File: src/rtl/core/sdft_pkg.sv
// Shared types, constants and helpers for the sliding DFT block.
// No dependencies; imported by the front end, the back end and the top level.

package sdft_pkg;

  localparam int DEF_WINDOW_LENGTH = 32;
  localparam int SAMPLE_W          = 16;
  localparam int DELTA_W           = 25;  // (new - old) * 256
  localparam int BIN_W             = 32;
  localparam int IDX_W             = 6;
  localparam int KIND_W            = 2;
  localparam int COEF_W            = 17;

  localparam logic REG_WINDOW_KIND = 1'b0;

  // Q1.15 window coefficients; kind 0 passes the bin through (a0 = 1.0)
  localparam logic signed [COEF_W-1:0] WIN_A0 [4] =
    '{17'sd32768, 17'sd16384, 17'sd17695, 17'sd13763};
  localparam logic signed [COEF_W-1:0] WIN_A1 [4] =
    '{17'sd0, -17'sd8192, -17'sd7537, -17'sd8192};
  localparam logic signed [COEF_W-1:0] WIN_A2 [4] =
    '{17'sd0, 17'sd0, 17'sd0, 17'sd1311};

  typedef struct packed {
    logic                      start;
    logic signed [DELTA_W-1:0] value;  // sample on start, else scaled delta
  } job_t;

  typedef struct packed {
    logic [IDX_W-1:0]        index;
    logic signed [BIN_W-1:0] re;
    logic signed [BIN_W-1:0] im;
    logic                    last;
  } result_t;

  typedef enum logic [1:0] {F_IDLE, F_READ, F_SEND} front_state_t;

  typedef enum logic [3:0] {
    B_IDLE, B_INIT, B_UPD_RD, B_UPD_MUL, B_UPD_WR,
    B_WIN_RD, B_WIN_SH, B_WIN_MUL, B_WIN_OUT
  } back_state_t;

  function automatic logic signed [BIN_W-1:0] sat32(input logic signed [63:0] v);
    if (v > 64'sd2147483647) return 32'sh7FFFFFFF;
    if (v < -64'sd2147483648) return 32'sh80000000;
    return v[BIN_W-1:0];
  endfunction

  // round half up, drop 15 fraction bits
  function automatic logic signed [63:0] rnd15(input logic signed [63:0] v);
    return (v + 64'sd16384) >>> 15;
  endfunction

endpackage

File: src/rtl/core/sdft_ram.sv
// Generic single-write, single-read RAM with registered read data.
// No dependencies.

module sdft_ram #(
  parameter int WIDTH = 16,
  parameter int DEPTH = 32
) (
  input  logic                     clk,
  input  logic                     we,
  input  logic [$clog2(DEPTH)-1:0] waddr,
  input  logic [WIDTH-1:0]         wdata,
  input  logic [$clog2(DEPTH)-1:0] raddr,
  output logic [WIDTH-1:0]         rdata
);

  logic [WIDTH-1:0] mem [DEPTH];

  always_ff @(posedge clk) begin
    if (we) begin
      mem[waddr] <= wdata;
    end
    rdata <= mem[raddr];
  end

endmodule

File: src/rtl/core/sdft_front.sv
// Front end: accepts samples, runs the delay line and forms the update job.
// Depends on sdft_pkg and sdft_ram.

module sdft_front import sdft_pkg::*; #(
  parameter int WINDOW_LENGTH = DEF_WINDOW_LENGTH
) (
  input  logic                       clk,
  input  logic                       rst_n,
  input  logic                       push,
  input  logic signed [SAMPLE_W-1:0] in_sample,
  input  logic                       in_start_trace,
  output logic                       full,
  output logic                       job_push,
  output job_t                       job_data,
  input  logic                       job_full
);

  localparam int HAW = $clog2(WINDOW_LENGTH);

  front_state_t              state_r, state_nxt;
  logic signed [SAMPLE_W-1:0] sample_r, base_r, old_smp, ram_q;
  logic                      start_r, wrapped_r;
  logic [HAW-1:0]            ptr_r;
  logic                      ram_we;
  logic signed [SAMPLE_W:0]  diff;
  logic                      ptr_last;

  sdft_ram #(.WIDTH(SAMPLE_W), .DEPTH(WINDOW_LENGTH)) u_hist (
    .clk   (clk),
    .we    (ram_we),
    .waddr (ptr_r),
    .wdata (sample_r),
    .raddr (ptr_r),
    .rdata (ram_q)
  );

  assign ptr_last = (ptr_r == HAW'(WINDOW_LENGTH - 1));

  always_comb begin
    state_nxt = state_r;
    case (state_r)
      F_IDLE: if (push) state_nxt = F_READ;
      F_READ: state_nxt = F_SEND;
      F_SEND: if (!job_full) state_nxt = F_IDLE;
      default: state_nxt = F_IDLE;
    endcase
  end

  // entries not yet rewritten since the trace start still hold its sample
  always_comb begin
    full           = (state_r != F_IDLE);
    job_push       = (state_r == F_SEND) && !job_full;
    ram_we         = job_push && !start_r;
    old_smp        = wrapped_r ? ram_q : base_r;
    diff           = {sample_r[SAMPLE_W-1], sample_r} - {old_smp[SAMPLE_W-1], old_smp};
    job_data.start = start_r;
    job_data.value = start_r ? DELTA_W'(sample_r) : {diff, 8'b0};
  end

  always_ff @(posedge clk) begin
    if (state_r == F_IDLE && push) begin
      sample_r <= in_sample;
      start_r  <= in_start_trace;
    end
    if (!rst_n) begin
      state_r   <= F_IDLE;
      ptr_r     <= '0;
      wrapped_r <= 1'b0;
      base_r    <= '0;
    end else begin
      state_r <= state_nxt;
      if (job_push) begin
        if (start_r) begin
          ptr_r     <= '0;
          wrapped_r <= 1'b0;
          base_r    <= sample_r;
        end else begin
          ptr_r <= ptr_last ? '0 : ptr_r + 1'b1;
          if (ptr_last) wrapped_r <= 1'b1;
        end
      end
    end
  end

endmodule

File: config.mk
export PLATFORM = sky130hd
export DESIGN_NAME = sdft_front
export DESIGN_NICKNAME = d
export VERILOG_FILES = /design/src/rtl/core/sdft_pkg.sv /design/src/rtl/core/sdft_ram.sv /design/src/rtl/core/sdft_front.sv
export SDC_FILE = /design/constraint.sdc
export NUM_CORES = 1
export LEC_CHECK = 0
export ABC_AREA = 0
export BUFFER_PORTS_ARGS = -buffer_cell sky130_fd_sc_hd__buf_4
export CORE_MARGIN = 5
export CORE_UTILIZATION = 65
export DETAILED_ROUTE_END_ITERATION = 16
export PLACE_DENSITY = 0.89
export SYNTH_ARGS = -nofsm -noshare
export SYNTH_HDL_FRONTEND = slang
export SYNTH_HIERARCHICAL = 1
export SYNTH_SLANG_ARGS = --single-unit
File: constraint.sdc
create_clock -name clk -period 5.3 [get_ports clk]
set_clock_uncertainty 0.1 [all_clocks]
set_input_delay 0.265 -clock clk [delete_from_list [all_inputs] [get_ports clk]]
set_output_delay 0.265 -clock clk [all_outputs]
set_load 0.01 [all_outputs]
-- Word-level counts from Yosys, hierarchy flattened
Memory sizes are Yosys's and may differ from the RTL's. A register that Yosys moved wholly into a read port is not among the register bits.
Cells that the tools add are included.
- multiplexer cells: 11
- equal/unequal tests: 5
- magnitude comparators: 0
- shifts and indexed selects: 0
- reductions and logical operators: 11
- $mul: 0
- div/mod/pow operators: 0
- $add $sub $neg: 2
- bitwise logic cells: 0
- operator list (kind ; number):
    2-to-1 mux 25 bit ; 1
    subtractor 16 x 16 -> 17 bit ; 1
    2-to-1 mux 16 bit ; 1
    2-to-1 mux 5 bit ; 2
    case mux 2 bit (3 select lines) ; 1
    AND reduction 2 bit ; 3
    adder 5 x 1 -> 5 bit, second input constant ; 1
    == test 5 bit, second input constant ; 1
    2-to-1 mux 1 bit ; 4
    2-to-1 mux 2 bit ; 2
    != test 2 bit, second input constant ; 2
    nonzero test 2 bit ; 2
    logical AND 1 bit ; 3
    == test 2 x 1 -> 1 bit, second input constant ; 1
    == test 2 bit, second input constant ; 1
    logical NOT 1 bit ; 2
    logical NOT 2 bit ; 1
- output and inout bits: 28
- logic and storage cells: 36
- bits in read-only memories: 0
- input port bits: 21
- bits in registers: 41
- memories: 1
- RAM bits: 512
- bits in latches: 0
- memory list (name ; depth ; width ; read ports ; clocked after Yosys merged registers in ; wr ports ; line ; text):
    u_hist.mem ; 32 ; 16 ; 1 ; 1 ; 1 ; sdft_ram.sv:16 ; logic [WIDTH-1:0] mem [DEPTH];

-- Depth between registers and ports, before layout
Gate-level depths: netlist (run 1).
- word-level depth: 5
- mapped depth: 10
- depth with buffers taken out: 9

-- Modules after synthesis
The synthesis (run 1) kept the hierarchy.
- by module, submodules not included (module ; area an instance (µm²) ; seq. area each (µm²) ; cells each ; instances):
    sdft_ram ; 20535.9 ; 15695.1 ; 1143 ; 1
    sdft_front ; 2708.8 ; 991.0 ; 315 ; 1

-- Worst setup path before layout (run 1)
No wires, ideal clock.
- kind: reg2out
- start: reg wrapped_r
- end: out job_data[19] in the netlist's numbering
- arrival: 2.921 ns
- path buffers: 2
- required time: 4.935 ns
- cell stages (with the launch flop): 10
- path slack: 2.014 ns
- cell sequence: dfxtp_1 -> clkbuf_1 -> clkbuf_1 -> mux2i_1 -> ha_1 -> nand2b_1 -> a211oi_1 -> o21ai_0 -> nand2_1 -> o311ai_0
- RTL lines (what ; line ; text):
    start: declaration ; sdft_front.sv:22 ; logic start_r, wrapped_r;
    start signal: assignment ; sdft_front.sv:68 ; wrapped_r <= 1'b0;
    start signal: assignment ; sdft_front.sv:75 ; wrapped_r <= 1'b0;
    start signal: assignment ; sdft_front.sv:79 ; if (ptr_last) wrapped_r <= 1'b1;
    end: declaration ; sdft_front.sv:14 ; output job_t job_data,

==> metrics.cfg, run 1 <==
[outcome]
status=finished, final reports clean

[logic_synthesis]
ys_seq_area_share_pct=71.8
synthTopCellsByCount=edfxtp_1, mux2i_1, nand2_1, a22oi_1, a21oi_1
yosysTopAreaCellShare_pct=68.3
syn_area_sq_um=23200
yosys.cell_types.count=55
synth.most_common_cell=edfxtp_1
ys_seq_elements=569
synthesis.nets=1498
ys.flop_type=edfxtp_1
synth_top_cell_by_area=edfxtp_1
syn-instance-count=1458
yosysWarnings=6
synth_area_per_cell_sq_um=15.9
ys_async_sr_fraction_pct=0
synth-edff-count=529
synth.top_cells.by_area=edfxtp_1, mux2i_1, dfxtp_1

[sta]
rsz0062_at_grt=false
drv_slew=0
min_period_over_period_pct=82.7
max-slew-margin-rel_pct=25.3
fmax_mhz=228
setup_tns_ns=0
timing_worst_slew_pin_value_ns=1.12
period_minus_slack_ns=4.38
finalHoldViolCount=0
fin_hold_ws_ns=0.287
setup_viol=0

[cts]
cts_hold_buf=20
cts_buffers=53
cts_tree=done
postCtsSetupBuffers=0
cts_max_path_buffers=3
numClockSinks=569
insertion_delay_ns=0.59
htreeDepth=2
cts.clk_slew.worst_paths_ns=0.08
cts_resized=0
cts_root_buf=clkbuf_16

[critical_path]
crit_start=wrapped_r$_SDFFE_PN0P_
critPathRequiredTime_ns=4.93
r2r_slack_ns=2.09
slowest_stage=dfxtp_1
worst_ep_arrival_time_ns=4.02
cp_max_fo=17
worst-path-buf-inv=1
slowest_delay_ns=1.03
worstSetupPathType=flip-flop to primary output
critical_path.top_delay_family=compound AO/OA/AOI/OAI gates
endpoint_kind=primary output
r2r-start=ptr_r[2]$_SDFFE_PN0P_
crit_cells=8
ff2ff_path_depth=5
start_kind=flip-flop
crit_end=job_data[19]
worstReg2RegEnd=u_hist/rdata[9]$_DFF_P_
crit_chain=mux2_2 > ha_1 > nand2b_1 > a211oi_1 > o21ai_0 > a2111o_1 > o311ai_0 > buf_4

[floorplan]
core_area_sq_um=35400
initial_utilization_pct=65.7
rows=69
die_h_microns=199
pin_count=49
die_w_microns=199
die_area_sq_um=39600

[finish]
finalNonFillerCells=2059
diodes=0
drive_above_1_share_pct=12.1
final_cell_area_sq_um=26000
multi_input_area_sq_um=5920
fill_cells=1979
fin_nets=1597
synthToLayoutAreaGrowth_pct=11.7
regArea_sq_um=16700

[placement]
place_area_sq_um=24100
post-dp-hpwl_microns=30500
place_congestion=0.918
port_buffers=48
dp_cells=1943

[flow_run]
drv_cap=0

[routing]
via_per_inst=6.65
dr.pass1.iters=7
vias=13700
drc=0
drtIter0Drc=1893
ant_nets=0
avgRoutedWirePerCell_microns=26.9
routed_wl_microns=55500

[pwr]
total_power_mw=9.08
peakVddDrop_v=0.000542
p_leak_nw=8.16
power.density_nw_per_um2=350

[grt]
grt_pass1_wl_microns=82200
grt-ovfl-total=0
grt_max_degree=119
antenna_found_initial=1
grt_use_total_pct=27.8
first_global_vias=13600

[hold_path]
hold_path.class=primary input to flip-flop

-- placed cells by master (no fill, tap or decap), types with 9 or more instances in the layout --
cell	synthesis	layout
and2_1	14	13
clkbuf_16	0	55
a31oi_1	18	18
edfxtp_1	529	529
clkinv_1	0	14
nand4_1	21	21
dfxtp_1	40	39
inv_1	10	10
nor3_1	19	19
nand3_1	42	42
nand2_1	91	91
ha_1	18	18
dlygate4sd3_1	0	20
mux2i_1	273	273
a21oi_1	49	49
a22o_1	32	32
clkinv_2	0	9
a22oi_1	64	64
o21ai_0	21	21
buf_4	20	108
clkbuf_1	26	10
nor2_1	45	45
a21boi_0	20	20
-- worst min-delay path by stage --
stage | start | end | slack, ns | cells after the start
final | in_sample[13] | sample_r[13]$_DFFE_PP_ | 0.29 | 2
after global routing | in_sample[13] | sample_r[13]$_DFFE_PP_ | 0.29 | 2
after CTS | in_sample[13] | sample_r[13]$_DFFE_PP_ | 0.28 | 2
after detailed placement | in_start_trace | start_r$_DFFE_PP_ | 0.34 | 1
after global placement | in_start_trace | start_r$_DFFE_PP_ | 0.34 | 1
after floorplan | in_sample[0] | sample_r[0]$_DFFE_PP_ | 0.26 | 0
-- worst reg2reg max path, stage by stage, from the launching register on --
cell and delay (ns):
dfxtp_1 0.75, and2_2 0.81, buf_4 0.53, a21oi_1 0.20, a31oi_1 0.46, nand3_1 0.19
-- layout make-up --
class,instances,share of cell area [%]
sequential,569,64.3
multi-input combinational,794,22.8
clock buffer,65,5.45
timing repair buffer,129,3.97
tap,461,2.22
clock inverter,31,1.12
inverter,10,0.145
-- flip-flops by register name, summed over array words and instances (netlist names) --
register,count
state_r,2
sample_r,16
u_hist/rdata,16
u_hist/mem,512
start_r,1
ptr_r,5
wrapped_r,1
base_r,16
-- power breakdown --
part           internal (mW)  switching (mW)
clock network           2.18            1.59
logic                  0.129           0.235
registers               4.93          0.0153
-- layer usage --
metal	vias up	track usage [%]	wire (microns)
li1	5889	-	-
met1	6828	37.0	20100
met2	845	47.5	28300
met3	124	4.87	5260
met4	0	8.71	1850
met5	-	0	0
-- cells by family (layout without fill, tap and decap cells) --
| logic type | Yosys count | in the layout | share of synthesized area [%] |
|---|---|---|---|
| buffers and inverters | 95 | 235 | 2.80 |
| AOI/OAI and AO/OA | 226 | 226 | 6.70 |
| adders and majority gates | 19 | 19 | 1.06 |
| xor gates and xnor gates | 7 | 7 | 0.264 |
| and+or+nand+nor | 266 | 266 | 5.49 |
| muxes | 276 | 276 | 11.9 |
| DFF | 569 | 569 | 71.8 |
-- stage by stage --
step | utilization, % | worst slack [ns]
3_5_place_dp | 68.0 | 1.72
5_1_grt | 73.4 | 0.734
3_3_place_gp | 68.0 | 1.81
6_report | 73.4 | 0.919
2_1_floorplan | - | 2.01
4_1_cts | 73.4 | 1.05
Power figures use the tool's default switching activity.
==> run 2: changes to the inputs <==
--- a/config.mk
+++ b/config.mk
@@ -8,9 +8,9 @@
 export ABC_AREA = 0
 export BUFFER_PORTS_ARGS = -buffer_cell sky130_fd_sc_hd__buf_4
 export CORE_MARGIN = 5
-export CORE_UTILIZATION = 65
+export CORE_UTILIZATION = 56
 export DETAILED_ROUTE_END_ITERATION = 16
-export PLACE_DENSITY = 0.89
+export PLACE_DENSITY = 0.82
 export SYNTH_ARGS = -nofsm -noshare
 export SYNTH_HDL_FRONTEND = slang
 export SYNTH_HIERARCHICAL = 1
==> constraint.sdc (replaced) <==
create_clock -name clk -period 3.7 [get_ports clk]
set_clock_uncertainty 0.1 [all_clocks]
set_input_delay 0.185 -clock clk [delete_from_list [all_inputs] [get_ports clk]]
set_output_delay 0.185 -clock clk [all_outputs]
set_load 0.01 [all_outputs]
==> metrics.cfg, run 2 (synthesis results as in run 1) <==
[outcome]
status=finished, final reports clean

[routing]
via_per_inst=6.21  ; -6.5%
drc=0  ; unchanged
routed_wl_microns=54600  ; -1.6%
dr.pass1.iters=5  ; -2
drtIter0Drc=1555  ; -18%
avgRoutedWirePerCell_microns=25.4  ; -5.6%
ant_nets=0  ; unchanged
vias=13300  ; -2.6%

[critical_path]
worstReg2RegEnd=u_hist/rdata[0]$_DFF_P_
r2r_slack_ns=0.99  ; -1.10 ns
worst_ep_arrival_time_ns=3.15  ; -0.87 ns
endpoint_kind=primary output
start_kind=flip-flop
crit_start=wrapped_r$_SDFFE_PN0P_
critPathRequiredTime_ns=3.41  ; -1.52 ns
ff2ff_path_depth=5  ; unchanged
r2r-start=ptr_r[2]$_SDFFE_PN0P_
crit_end=job_data[24]
cp_max_fo=11  ; -6
worstSetupPathType=flip-flop to primary output

[placement]
pre_cts_ws_ns=0.551  ; -1.16 ns
place_congestion=0.935  ; +1.9%
post-dp-hpwl_microns=32300  ; +5.8%
dp_cells=2031  ; +4.5%
port_buffers=48  ; unchanged

[finish]
regMostFlops=u_hist/mem
utilization_pct=64.3  ; -9.0 points
synthToLayoutAreaGrowth_pct=13.2
regArea_sq_um=16700  ; about the same
largest_reg_flops=512  ; unchanged
fin_nets=1613  ; +1.0%
final_cell_mix=edfxtp_1, mux2i_1, buf_4
multi_input_area_sq_um=5940  ; +0.25%
final_common_cell=edfxtp_1
fill_cells=2726  ; +38%
drive_above_1_share_pct=13.7  ; +1.6 points
finalNonFillerCells=2145  ; +4.2%

[sta]
setup_viol=0  ; unchanged
timing_worst_slew_pin_value_ns=1.18  ; +0.0619 ns
rsz0062_at_grt=false
setup_tns_ns=0  ; unchanged
fmax_mhz=291
finalHoldViolCount=0  ; unchanged
period_minus_slack_ns=3.44
setup_slack_ns=0.264  ; -0.654 ns
max-slew-margin-rel_pct=21.1  ; -4.1 points
fin_hold_ws_ns=0.121  ; -0.166 ns
drv_slew=0  ; unchanged
min_period_over_period_pct=92.9

[floorplan]
rows=74  ; +7.2%
initial_utilization_pct=56.8  ; -8.9 points
pin_count=49  ; unchanged
core_area_sq_um=40900  ; +16%
die_area_sq_um=45700  ; +15%
die_h_microns=214  ; +7.3%
die_w_microns=214  ; +7.3%

[grt]
grt_use_total_pct=23.6  ; -4.2 points
antenna_found_initial=1  ; unchanged
grt_pass1_wl_microns=80900  ; -1.6%
grt_max_degree=50  ; -58%
grt-ovfl-total=0  ; unchanged
first_global_vias=13500  ; -0.53%

[cts]
cts_buffers=53  ; unchanged
insertion_delay_ns=0.57  ; -0.02 ns
numClockSinks=569  ; unchanged
cts_max_path_buffers=3  ; unchanged
cts.clk_slew.worst_paths_ns=0.07  ; about the same
cts_tree=done
cts_root_buf=clkbuf_16
htreeDepth=2  ; unchanged

[pwr]
peakVddDrop_v=0.000405  ; -25%
p_leak_nw=8.29  ; +1.6%
power.density_nw_per_um2=499  ; +43%

[hold_path]
hold_path.class=primary input to flip-flop

[flow_run]
drv_cap=0  ; unchanged

-- run 2: worst min path at each step --
stage / start / end / slack (ns) / depth (start not counted)
2_1_floorplan: in_sample[0] / sample_r[0]$_DFFE_PP_ / 0.18 / 0
3_3_place_gp: in_sample[15] / sample_r[15]$_DFFE_PP_ / 0.26 / 1
3_5_place_dp: in_start_trace / start_r$_DFFE_PP_ / 0.26 / 1
4_1_cts: push / sample_r[4]$_DFFE_PP_ / 0.08 / 4
5_1_grt: push / sample_r[11]$_DFFE_PP_ / 0.14 / 4
6_report: push / start_r$_DFFE_PP_ / 0.12 / 4
-- run 2: report_power, final --
group | internal (mW) | total (mW) | switching, mW
combinational | 0.189 | 0.533 | 0.344
clock | 3.24 | 5.50 | 2.26
sequential | 7.07 | 7.09 | 0.0238
total | 10.5 | 13.1 | 2.62
-- run 2: area by class of cell --
| class | count | share of cell area (%) |
|---|---|---|
| timing repair buffer | 145 | 4.60 |
| tap | 532 | 2.53 |
| clock buffer | 67 | 5.48 |
| multi-input combinational | 794 | 22.6 |
| inverter | 10 | 0.143 |
| clock inverter | 27 | 1.26 |
| sequential | 569 | 63.4 |
| antenna | 1 | 0.00951 |
-- run 2: metrics by stage --
stage | power (mW) | area (sq um)
after floorplan | 7.51 | 23200
after global placement | 7.71 | 24300
after detailed placement | 7.73 | 24300
after CTS | 13.2 | 26300
after global routing | 13.5 | 26300
final | 13.1 | 26300
-- run 2: critical path, stage by stage, from the launching register on --
cell      delay (ns)
dfxtp_2         0.42
buf_4           0.26
mux2i_1         0.15
fa_1            0.46
a21oi_1         0.24
o22ai_1         0.19
o221ai_1        0.32
a21oi_1         0.12
o31ai_1         0.24
buf_4           0.18
-- run 2: metal layers --
layer	global-route usage, %	wire length, microns	vias up
met5	0	0	-
met4	8.16	1970	0
met3	5.43	5110	123
met2	39.4	27000	633
met1	31.1	20500	6649
li1	-	-	5920
-- run 2: repair_timing --
item	CTS	global route
endpoints found under the setup margin	2	6
endpoints found under the hold margin	41	0
pin swaps	0	0
buffers inserted	0	0
gates cloned	0	0
gates resized for setup	1	4
hold buffers	19	0
