==> src/rtl/core/sdft_fifo.sv <==
// Two-word register queue used between the block's stages and at its output.
// No dependencies.

module sdft_fifo #(
  parameter int WIDTH = 8
) (
  input  logic             clk,
  input  logic             rst_n,
  input  logic             push,
  input  logic [WIDTH-1:0] wdata,
  output logic             full,
  input  logic             pop,
  output logic [WIDTH-1:0] rdata,
  output logic             empty
);

  logic [WIDTH-1:0] mem_r [2];
  logic [WIDTH-1:0] mem_nxt [2];
  logic [1:0]       count_r, count_nxt;
  logic             do_push, do_pop;
  logic             wr_idx;

  assign full    = (count_r == 2'd2);
  assign empty   = (count_r == 2'd0);
  assign rdata   = mem_r[0];
  assign do_push = push && !full;
  assign do_pop  = pop && !empty;
  assign wr_idx  = 1'(count_r - {1'b0, do_pop});

  always_comb begin
    mem_nxt   = mem_r;
    count_nxt = count_r;
    if (do_pop) begin
      mem_nxt[0] = mem_r[1];
    end
    if (do_push) begin
      mem_nxt[wr_idx] = wdata;
    end
    count_nxt = count_r + {1'b0, do_push} - {1'b0, do_pop};
  end

  always_ff @(posedge clk) begin
    mem_r <= mem_nxt;
    if (!rst_n) begin
      count_r <= 2'd0;
    end else begin
      count_r <= count_nxt;
    end
  end

endmodule

==> config.mk <==
export PLATFORM = sky130hd
export DESIGN_NAME = sdft_fifo
export DESIGN_NICKNAME = d
export VERILOG_FILES = /design/src/rtl/core/sdft_fifo.sv
export SDC_FILE = /design/constraint.sdc
export NUM_CORES = 1
export LEC_CHECK = 0
export BUFFER_PORTS_ARGS = -buffer_cell sky130_fd_sc_hd__buf_2
export CORE_ASPECT_RATIO = 0.7
export CORE_MARGIN = 2
export CORE_UTILIZATION = 40
export CTS_BUF_LIST = sky130_fd_sc_hd__clkbuf_4 sky130_fd_sc_hd__clkbuf_8
export DETAILED_ROUTE_END_ITERATION = 7
export PLACE_DENSITY = 0.64
export SYNTH_ARGS = -nofsm -noshare
export SYNTH_HDL_FRONTEND = slang
export SYNTH_SLANG_ARGS = --single-unit
==> constraint.sdc <==
create_clock -name clk -period 1.65 [get_ports clk]
set_clock_uncertainty 0.05 [all_clocks]
set_input_delay 0.33 -clock clk [delete_from_list [all_inputs] [get_ports clk]]
set_output_delay 0.33 -clock clk [all_outputs]
set_load 0.01 [all_outputs]
# --- Yosys cells after proc, flatten, opt, wreduce, memory -nomap -nowiden ---
# Index checks and enable logic that the tools add are counted.
op_classes:
  n_addsub: 3
  order_cmp: 2
  n_eq_ne: 1
  muxes: 5
  bitwise_logic: 1
  n_reduce_logical: 6
ops:
  columns: ["cell", "count"]
  rows:
  - ["bitwise mux 16 bit", 1]
  - ["2-to-1 mux 16 bit", 1]
  - ["2-to-1 mux 8 bit", 2]
  - ["demux 8 bit (select 1 bit)", 1]
  - ["logical AND 1 bit", 3]
  - ["adder 2 x 1 -> 2 bit", 1]
  - ["== test 2 bit (second input constant)", 1]
  - ["greater-or-equal comparator 2 bit (second input constant)", 1]
  - ["logical NOT 1 bit", 2]
  - ["logical NOT 2 bit", 1]
  - ["less-than comparator 2 x 1 -> 1 bit (second input constant)", 1]
  - ["inverter 1 -> 2 bit", 1]
  - ["subtractor 2 x 1 -> 2 bit", 1]
  - ["subtractor 1 bit", 1]
word_totals:
  register_bits: 18
  inputBits: 12

# --- Logic depth before layout (Yosys ltp) ---
# Gate-level depths: netlist of run 1.
logic_depth:
  depth_word: 11
  ltp_mapped: 8
  depth_no_buf: 8

# --- Worst setup path before layout of run 1 ---
# No wires, ideal clock.
synth_timing:
  path_type: "register to register"
  startpoint: "register count_r[1]"
  endpoint: "register count_r[1]"
  setup_ns: 0.115
  arrival_time_ns: 1.590
  setup_slack_ns: -0.105
  stages_incl_launch_ff: 9
  period_less_slack_ns: 1.755
  path_cell_list: "dfxtp_1 -> o21ai_2 -> inv_1 -> ha_1 -> inv_1 -> ha_1 -> xnor2_1 -> xnor2_1 -> and2_1"
synth_between:
  elab_chain_cells: 5
  elab_cells_between_ends: 8
  cone_classes: "add/sub (2); eq/ne (1); reduce/logical (5)"
synth_rtl:
  columns: ["item", "line", "text"]
  rows:
  - ["start: declaration", "19", "logic [1:0] count_r, count_nxt;"]
  - ["start signal: assignment", "47", "count_r <= count_nxt;"]
  - ["== test 2 bit", "23", "assign full = (count_r == 2'd2);"]
  - ["logical NOT 1 bit", "26", "assign do_push = push && !full;"]
  - ["logical AND 1 bit", "26", null]
  - ["adder 2 x 1 -> 2 bit", "39", "count_nxt = count_r + {1'b0, do_push} - {1'b0, do_pop};"]
  - ["subtractor 2 x 1 -> 2 bit (*)", "39", null]
# Mark *: on every way between the ends. The rest lies on a longest branch, timed or not.
# A chain may end at the register's enable or synchronous reset.

# --- Final worst setup path of run 1 ---
# Ends and elaborated chain as after synthesis.

==> results of run 1 <==
-- final cells by class --
class	instances	area [µm²]	area share [%]
well taps	22	27.5	2.78
clock buffers	4	36.3	3.66
multi-input cells	29	323	32.6
flip-flops and latches	18	448	45.2
inverters	4	15.0	1.52
repair buffers	25	141	14.3
-- power by group --
group | leakage, nW | internal, mW | switching [mW]
clock network | 0.0210 | 0.134 | 0.129
logic | 0.265 | 0.437 | 0.292
registers | 0.158 | 0.615 | 0.0743
total | 0.444 | 1.19 | 0.495
-- worst paths after layout --
kind | endpoint | from | cells after the start
setup / recovery | count_r[1] | count_r[1] | 8
hold / removal | flop | wdata[7] | 1
setup reg to reg | count_r[1] | count_r[1] | 8
hold reg to reg | rdata[2] | flop | 2
-- cells in the mapped netlist, drive strengths merged --
cell,n
mux2,16
dfxtp,10
buf,8
edfxtp,8
inv,4
and2,2
ha,2
nor2,2
xnor2,2
nand2,1
nand2b,1
nand3,1
o21ai,1
or2b,1
-- routing by layer --
metal | track usage (%) | up-vias
met2 | 16.8 | 18
li1 | - | 236
met1 | 13.8 | 210
met4 | 2.79 | 0
met5 | 0 | -
met3 | 7.17 | 0
-- kinds of logic after synthesis --
group / Yosys count
flip-flops: 18
multiplexers: 16
buffers and inverters: 12
AND/OR/NAND/NOR: 8
XOR/XNOR: 2
adder cells (fa/ha/maj): 2
AO/OA/AOI/OAI: 1
-- what timing repair did --
| item | in CTS | in global routing |
|---|---|---|
| gates resized for setup | 1 | 2 |
| pin swaps | 1 | 5 |
| endpoints found under the setup margin | 1 | 2 |
| buffers inserted | 0 | 1 |
==> results.txt, run 1 <==
----------------------------------------------------
[Outcome]
  Status ... complete, no violations

[Synthesis]
  Post-synthesis share of cell area spent on and, or, nand and nor gates ... 6.71%
  Synthesized flop and latch total ... 18
  Yosys top cell area share ... 29.3%
  Largest family of logic cells by synthesized area ... multiplexers
  Sequential cell area fraction in the yosys report ... 53.7%
  Share of the synthesized area in compound gates (AO/OA/AOI/OAI) ... 1.07%
  Mux cell area share after synthesis ... 24.2%
  Synthesized instance count ... 59
  Average cell area after synthesis ... 13.9 µm²
  Cell Area, Synth ... 821 µm²
  Number of nets in the synthesized netlist ... 73
  Post-synth top area cell ... sky130_fd_sc_hd__edfxtp_1
  Synth top area cells ... sky130_fd_sc_hd__edfxtp_1 29%, sky130_fd_sc_hd__dfxtp_1 24%, sky130_fd_sc_hd__mux2_2 11%, sky130_fd_sc_hd__mux2_4 9.1%, sky130_fd_sc_hd__buf_4 7.3%
  Number of library cell types mapped by synthesis ... 16
  Total number of yosys warnings ... 0
  Post-synthesis xor/xnor area fraction ... 2.13%
  Area share of fa/ha/maj cells after synthesis ... 3.05%

[Floorplanning]
  Number of placement rows ... 13
  Initial core utilization ... 43.1%
  Floorplan die area ... 2440 µm²
  Top-level port count ... 22
  Vertical extent of the die ... 41.9 µm
  Die Wd ... 58.1 µm
  Core area ... 1900 µm²

[STA]
  Unrepaired setup endpoints after global routing ... true
  Crit share post-route ... 98.8%
  Slew at the pin closest to its max-slew limit ... 0.179 ns
  Hold Worst Slack ... 0.175 ns
  Least setup slack across all paths after layout ... 0.0204 ns
  Summed negative setup slack over all endpoints ... 0 ns
  Final hold viol count ... 0
  Max-slew violation total from the final report ... 0
  Slew HR ... 88.1%
  Peak Freq ... 614 MHz
  Setup-violating endpoint count in the final report ... 0
  Minimum clock period ... 1.63 ns

[Worst setup path]
  Kind of start point of the critical path ... flop
  Kind of cell adding the most delay to the critical path ... simple AND/OR/NAND/NOR gates
  Critical-path cell with the highest stage delay ... sky130_fd_sc_hd__dfxtp_4
  CP max FO ... 4
  Arr. time, crit path ... 1.77 ns
  Buffers plus inverters on the worst setup path ... 1
  Required time of the critical path ... 1.79 ns
  Slowest Stage Delay on Critical Path ... 0.38 ns
  Critical-path cell list ... or2b_1 -> nand2_1 -> ha_1 -> inv_1 -> ha_2 -> xnor2_2 -> xnor2_1 -> and2_1
  CP Capture Type ... flop
  R2R Setup Slk ... 0.02 ns
  Type of the worst setup path ... reg2reg

[Clock network]
  Number of buffers between clock root and the deepest sink ... 2
  Clock sink count ... 18
  Number of hold-repair buffers added at the cts stage ... 0
  CTS HTree Levels ... 1
  Total CTS buffers ... 3
  Clock tree from TritonCTS ... done
  Clock latency reported for the late side of the worst-skew pair ... 0.29 ns
  Clock input transition at the sequential cells of the worst setup and hold paths ... 0.10 ns
  Root cell of the clock tree ... sky130_fd_sc_hd__clkbuf_4

[Cells and area]
  Commonest non-fill, non-tap cell in the layout ... sky130_fd_sc_hd__buf_2
  Fraction of final layout cells sized beyond drive strength 1 ... 61.3%
  Total inserted antenna cells ... 0
  Synthesis-to-finish area growth ... 20.7%
  Non-Filler Cell Area, Final ... 991 µm²
  Most frequent cells in the layout ... 20 x sky130_fd_sc_hd__buf_2, 8 x sky130_fd_sc_hd__mux2_2, 8 x sky130_fd_sc_hd__edfxtp_1, 8 x sky130_fd_sc_hd__dfxtp_1, 5 x sky130_fd_sc_hd__mux2_4
  # nets final ... 95
  Number of standard cells in the final layout excluding fillers ... 102
  Utilization of the core after routing ... 52.1%
  Fill count ... 166

[Placement]
  Placed cell areas ... 938 µm²
  DPL Wire Length ... 923 µm
  Pre-CTS setup slack ... -0.00120 ns
  Placed cell count ... 97
  Quantity of I/O buffers inserted on ports ... 21
  Final weighted congestion in routability-driven placement ... 0.648

[Hold path]
  Worst hold-check path type ... in2reg

[Global routing]
  Wire length of the first global-routing pass ... 1.96 mm
  Number of antenna violations at the first check in global routing ... 0
  Maximum number of pins on one net before global-route repair ... 11
  Total grt overflow ... 0
  Vias in the first global route ... 459
  GRT Total Usage ... 11.4%

[Route]
  Total wire length ... 1.17 mm
  Vias after detailed routing ... 464
  Drt via density ... 4.55
  Detail Route met3 WL ... 95 µm
  Met2 Wirelength ... 533 µm
  Count of nets left with antenna violations after detail routing ... 0
  Detailed Routing Iterations Pass 1 ... 2
  Uppermost signal routing layer after detailed routing ... met3
  DRC viols ... 0
  DRC violation total after the first TritonRoute iteration ... 3
  Routed wire per std cell ... 11.5 µm
  Wl on met1 ... 542 µm

[Power]
  Power per cell area ... 1700 nW/µm²
  Worst vdd ir ... 913 µV
  Post-route total power ... 1.68 mW
  Static leakage power ... 0.444 nW

[Run]
  Max Cap Viol ... 0

----------------------------------------------------
Power figures use the tool's default switching activity.
==> run 2: changes to the inputs <==
==> config.mk (replaced) <==
export PLATFORM = sky130hd
export DESIGN_NAME = sdft_fifo
export DESIGN_NICKNAME = d
export VERILOG_FILES = /design/src/rtl/core/sdft_fifo.sv
export SDC_FILE = /design/constraint.sdc
export NUM_CORES = 1
export LEC_CHECK = 0
export CELL_PAD_IN_SITES_DETAIL_PLACEMENT = 0
export CELL_PAD_IN_SITES_GLOBAL_PLACEMENT = 2
export CORE_ASPECT_RATIO = 0.7
export CORE_MARGIN = 2
export CORE_UTILIZATION = 38
export CTS_BUF_LIST = sky130_fd_sc_hd__clkbuf_4 sky130_fd_sc_hd__clkbuf_8
export DETAILED_ROUTE_END_ITERATION = 7
export DONT_BUFFER_PORTS = 1
export PLACE_DENSITY = 0.73
export SKIP_LAST_GASP = 1
export SYNTH_ARGS = -nofsm -noshare
export SYNTH_HDL_FRONTEND = slang
export SYNTH_SLANG_ARGS = --single-unit
==> results.txt, run 2 (synthesized netlist as in run 1, its figures left out) <==
----------------------------------------------------
[Outcome]
  Status ... complete, no violations

[Cells and area]
  # nets final ... 73
  Fill count ... 195
  Total inserted antenna cells ... 0
  Number of standard cells in the final layout excluding fillers ... 82
  Synthesis-to-finish area growth ... 6.55%
  Fraction of final layout cells sized beyond drive strength 1 ... 44.8%
  Most frequent cells in the layout ... 8 x sky130_fd_sc_hd__mux2_2, 8 x sky130_fd_sc_hd__edfxtp_1, 8 x sky130_fd_sc_hd__dfxtp_1
  Utilization of the core after routing ... 41.6%

[Route]
  Routed wire per std cell ... 14.0 µm
  DRC violation total after the first TritonRoute iteration ... 4
  Detailed Routing Iterations Pass 1 ... 3
  Drt via density ... 4.78
  Count of nets left with antenna violations after detail routing ... 0
  DRC viols ... 0
  Total wire length ... 1.15 mm
  Vias after detailed routing ... 392

[Worst setup path]
  CP Capture Type ... flop
  Depth of the worst register-to-register path ... 8
  Arr. time, crit path ... 1.76 ns
  R2R Setup Slk ... 0.03 ns
  Critical-path cell list ... or2b_1 -> nand2_1 -> ha_1 -> inv_1 -> ha_2 -> xnor2_2 -> xnor2_1 -> and2_1
  Worst flop-to-flop path endpoint ... count_r[1]
  Slowest Stage Delay on Critical Path ... 0.38 ns
  Type of the worst setup path ... reg2reg
  Critical-path cell with the highest stage delay ... sky130_fd_sc_hd__dfxtp_4
  Required time of the critical path ... 1.79 ns
  CP max FO ... 4
  Beginning of the worst register-to-register path ... count_r[1]
  Kind of start point of the critical path ... flop

[STA]
  Final hold viol count ... 0
  Peak Freq ... 617 MHz
  Crit share post-route ... 98.2%
  Unrepaired setup endpoints after global routing ... true
  Least setup slack across all paths after layout ... 0.0298 ns
  Slew HR ... 84.8%
  Slew at the pin closest to its max-slew limit ... 0.227 ns
  Max-slew violation total from the final report ... 0
  Minimum clock period ... 1.62 ns
  Setup-violating endpoint count in the final report ... 0

[Global routing]
  GR Util met2 ... 16.5%
  Number of antenna violations at the first check in global routing ... 0
  Wire length of the first global-routing pass ... 1.88 mm
  GRT Total Usage ... 10.9%
  Total grt overflow ... 0
  Maximum number of pins on one net before global-route repair ... 11
  Global-route track usage on met1 ... 12.5%
  Busiest layer in global routing ... met2
  Vias in the first global route ... 420
  Met3 demand-to-capacity share in global routing ... 6.40%

[Power]
  Switching component of the power ... 0.467 mW
  Share of power burned in the clock network ... 17.1%
  Portion of total power attributed to sequential cells ... 48.9%
  Worst vdd ir ... 654 µV
  Static leakage power ... 0.356 nW
  Switching fraction of total power ... 30.2%
  Part of the total power dissipated in combinational logic ... 34.0%
  Internal Pwr Total ... 1.08 mW
  Power per cell area ... 1770 nW/µm²

[Clock network]
  Number of buffers between clock root and the deepest sink ... 2
  Total CTS buffers ... 3
  Post-CTS Setup Repair Bufs ... 0
  Clock latency reported for the late side of the worst-skew pair ... 0.28 ns
  Clock input transition at the sequential cells of the worst setup and hold paths ... 0.10 ns
  CTS HTree Levels ... 1
  Root cell of the clock tree ... sky130_fd_sc_hd__clkbuf_4
  Clock sink count ... 18
  Number of hold-repair buffers added at the cts stage ... 0
  Clock tree from TritonCTS ... done

[Floorplanning]
  Initial core utilization ... 39.0%
  Die Wd ... 59.6 µm
  Floorplan die area ... 2550 µm²
  Number of placement rows ... 14
  Top-level port count ... 22
  Vertical extent of the die ... 42.9 µm
  Core area ... 2100 µm²

[Placement]
  Final weighted congestion in routability-driven placement ... 0.680
  Quantity of I/O buffers inserted on ports ... 0
  DPL Wire Length ... 841 µm
  Placed cell count ... 78
  Pre-CTS setup slack ... 0.0116 ns

[Run]
  Max Cap Viol ... 0

[Hold path]
  Launch point of the worst hold path ... wdata[7]
  Hold depth ... 0
  Worst hold-check path type ... in2reg

----------------------------------------------------
==> run 2: cell types whose count changed in the layout (fill, tap and decap cells not counted), sizes merged <==
cell / before / now
buf: 25 / 3
==> run 2: layer usage <==
layer | part of all wire [%] | vias up | wire, µm
met5 | 0 | - | 0
met4 | 1.1 | 0 | 13
met3 | 8.8 | 2 | 101
met2 | 45 | 12 | 514
met1 | 45 | 183 | 517
li1 | - | 195 | -
==> run 2: stage by stage <==
step	cell area (µm²)	setup TNS [ns]	power [mW]	hold slack [ns]
floorplan	843	-0.0123	1.32	0.379
global placement	836	0	1.29	0.379
detailed placement	836	0	1.30	0.379
CTS	875	0	1.58	0.0581
global route	875	-0.0381	1.67	0.0367
finish	875	0	1.55	0.0798
==> run 2: critical path: cells and delay by family (launching register included) <==
family,cells,cell delay [ns]
AND/OR/NAND/NOR,3,0.45
adder cells (fa/ha/maj),2,0.40
flip-flops,1,0.38
XOR/XNOR,2,0.19
buffers and inverters,1,0.06
==> run 2: layout make-up <==
cell class              instances  area, µm²  area share (%)
well taps                      24       30.0            3.43
repair buffers                  3       22.5            2.58
flip-flops and latches         18        448            51.2
multi-input cells              29        323            36.9
inverters                       4       15.0            1.72
clock buffers                   4       36.3            4.15
==> run 2: what timing repair did <==
item,4_1_cts,5_1_grt
pin swaps,0,5
gates resized for setup,1,0
gates cloned,0,0
setup endpoints to repair,1,1
==> run 2: worst max-delay path by stage <==
stage	start	endpoint	slack [ns]	cells past startpoint
global route	count_r[1]	count_r[1]	-0.04	8
finish	count_r[1]	count_r[1]	0.03	8
CTS	count_r[1]	count_r[1]	0.0003	8
floorplan	count_r[0]	count_r[1]	-0.01	8
global placement	count_r[1]	count_r[1]	0.01	8
detailed placement	count_r[1]	count_r[1]	0.01	8
==> run 2: power groups by stage <==
stage | logic [mW] | registers [mW] | clock network, mW
2_1_floorplan | 0.632 | 0.685 | 0
3_3_place_gp | 0.527 | 0.763 | 0
3_5_place_dp | 0.532 | 0.767 | 0
4_1_cts | 0.535 | 0.759 | 0.286
5_1_grt | 0.581 | 0.774 | 0.313
6_report | 0.526 | 0.757 | 0.265
==> run 3: changes to the inputs <==
--- a/config.mk
+++ b/config.mk
@@ -13,7 +13,7 @@
 export CTS_BUF_LIST = sky130_fd_sc_hd__clkbuf_4 sky130_fd_sc_hd__clkbuf_8
 export DETAILED_ROUTE_END_ITERATION = 7
 export DONT_BUFFER_PORTS = 1
-export PLACE_DENSITY = 0.73
+export PLACE_DENSITY_LB_ADDON = 0.1
 export SKIP_LAST_GASP = 1
 export SYNTH_ARGS = -nofsm -noshare
 export SYNTH_HDL_FRONTEND = slang
==> constraint.sdc (replaced) <==
create_clock -name clk -period 1.65 [get_ports clk]
set_clock_uncertainty 0.05 [all_clocks]
set_input_delay 0.2475 -clock clk [delete_from_list [all_inputs] [get_ports clk]]
set_output_delay 0.2475 -clock clk [all_outputs]
set_load 0.01 [all_outputs]
==> results.txt, run 3 (synthesized netlist as in run 1, its figures left out) <==
----------------------------------------------------
[Outcome]
  Status ... complete, no violations

[Clock network]
  Number of buffers between clock root and the deepest sink ... 2
  Root cell of the clock tree ... sky130_fd_sc_hd__clkbuf_4
  Clock input transition at the sequential cells of the worst setup and hold paths ... 0.09 ns
  Clock latency reported for the late side of the worst-skew pair ... 0.28 ns
  Clock sink count ... 18
  CTS HTree Levels ... 1
  Clock tree from TritonCTS ... done
  Total CTS buffers ... 3

[Global routing]
  Total grt overflow ... 0
  Vias in the first global route ... 494
  GRT Total Usage ... 12.2%
  Wire length of the first global-routing pass ... 2.15 mm
  Number of antenna violations at the first check in global routing ... 0
  Maximum number of pins on one net before global-route repair ... 11

[Hold path]
  Worst hold-check path type ... in2reg

[STA]
  Final hold viol count ... 0
  Setup-violating endpoint count in the final report ... 0
  Slew HR ... 84.9%
  Minimum clock period ... 1.64 ns
  Unrepaired setup endpoints after global routing ... true
  Slew at the pin closest to its max-slew limit ... 0.225 ns
  Hold Worst Slack ... 0.0429 ns
  Crit share post-route ... 99.1%
  Summed negative setup slack over all endpoints ... 0 ns
  Peak Freq ... 612 MHz
  Least setup slack across all paths after layout ... 0.0149 ns
  Max-slew violation total from the final report ... 0

[Cells and area]
  Synthesis-to-finish area growth ... 17.4%
  Utilization of the core after routing ... 45.8%
  Non-Filler Cell Area, Final ... 963 µm²
  Most frequent cells in the layout ... 8 x sky130_fd_sc_hd__mux2_2, 8 x sky130_fd_sc_hd__edfxtp_1, 8 x sky130_fd_sc_hd__dlygate4sd3_1, 8 x sky130_fd_sc_hd__dfxtp_1
  Fraction of final layout cells sized beyond drive strength 1 ... 41.2%
  # nets final ... 83
  Fill count ... 195
  Total inserted antenna cells ... 0

[Route]
  Detailed Routing Iterations Pass 1 ... 2
  Count of nets left with antenna violations after detail routing ... 0
  DRC viols ... 0
  DRC violation total after the first TritonRoute iteration ... 2
  Vias after detailed routing ... 428
  Drt via density ... 4.65
  Routed wire per std cell ... 14.2 µm
  Total wire length ... 1.31 mm

[Floorplanning]
  Die Wd ... 59.6 µm
  Top-level port count ... 22
  Core area ... 2100 µm²
  Initial core utilization ... 39.0%
  Vertical extent of the die ... 42.9 µm
  Number of placement rows ... 14
  Floorplan die area ... 2550 µm²

[Placement]
  DPL Wire Length ... 963 µm
  Placed cell areas ... 843 µm²
  Pre-CTS setup slack ... -0.0333 ns
  Quantity of I/O buffers inserted on ports ... 0
  Final weighted congestion in routability-driven placement ... 0.700

[Power]
  Static leakage power ... 0.398 nW
  Power per cell area ... 1610 nW/µm²
  Worst vdd ir ... 618 µV

[Worst setup path]
  Kind of start point of the critical path ... flop
  Type of the worst setup path ... reg2reg
  Required time of the critical path ... 1.83 ns
  Arr. time, crit path ... 1.81 ns
  CP max FO ... 4
  CP Capture Type ... flop

[Run]
  Max Cap Viol ... 0

----------------------------------------------------
==> run 3: what timing repair did <==
action                     in CTS  in global routing
pin swaps                       5                  2
gates resized for setup         1                  0
hold endpoints to repair        8                  0
hold buffers                    8                  0
setup buffers                   1                  0
setup endpoints to repair       1                  1
cloned                          0                  0
==> run 3: report_power, final <==
part	internal (mW)	leakage, nW	switching [mW]
registers	0.616	0.158	0.141
logic	0.355	0.221	0.205
clock network	0.110	0.0184	0.124
total	1.08	0.398	0.470
==> run 3: final cells by class <==
class / instances / area [µm²] / share of cell area (%)
inverter: 4 / 15.0 / 1.56
clock buffer: 4 / 30.0 / 3.12
sequential: 18 / 448 / 46.5
tap: 24 / 30.0 / 3.12
multi-input combinational: 29 / 323 / 33.5
timing repair buffer: 13 / 118 / 12.2
==> run 3: metrics by stage <==
step	total power [mW]	std cells
5_1_grt	1.66	92
4_1_cts	1.58	92
3_5_place_dp	1.31	79
2_1_floorplan	1.32	59
6_report	1.55	92
3_3_place_gp	1.28	79
==> run 3: path summary, 6_finish.rpt <==
kind	start	to	slack, ns	cells past startpoint
worst max register to register	count_r[1]	count_r[1]	0.01	8
worst max-delay path	count_r[1]	count_r[1]	0.01	8
worst min-delay path	rst_n	count_r[0]	0.04	1
worst min register to register	flop	rdata[7]	0.54	2
==> run 3: worst max-delay path, stage by stage (launching register included) <==
cell	delay [ns]
sky130_fd_sc_hd__dfxtp_4	0.38
sky130_fd_sc_hd__or2b_1	0.25
sky130_fd_sc_hd__nand2_1	0.07
sky130_fd_sc_hd__ha_1	0.21
sky130_fd_sc_hd__inv_1	0.06
sky130_fd_sc_hd__ha_2	0.18
sky130_fd_sc_hd__xnor2_2	0.12
sky130_fd_sc_hd__xnor2_1	0.13
sky130_fd_sc_hd__and2_1	0.14
==> run 3: layer usage <==
metal  up-vias  GRT usage, %  part of all wire [%]
met3         2          8.23                   9.2
met2        14          18.5                    45
met1       196          12.5                    44
met4         0          6.67                   1.4
li1        216             -                     -
met5         -             0                     0
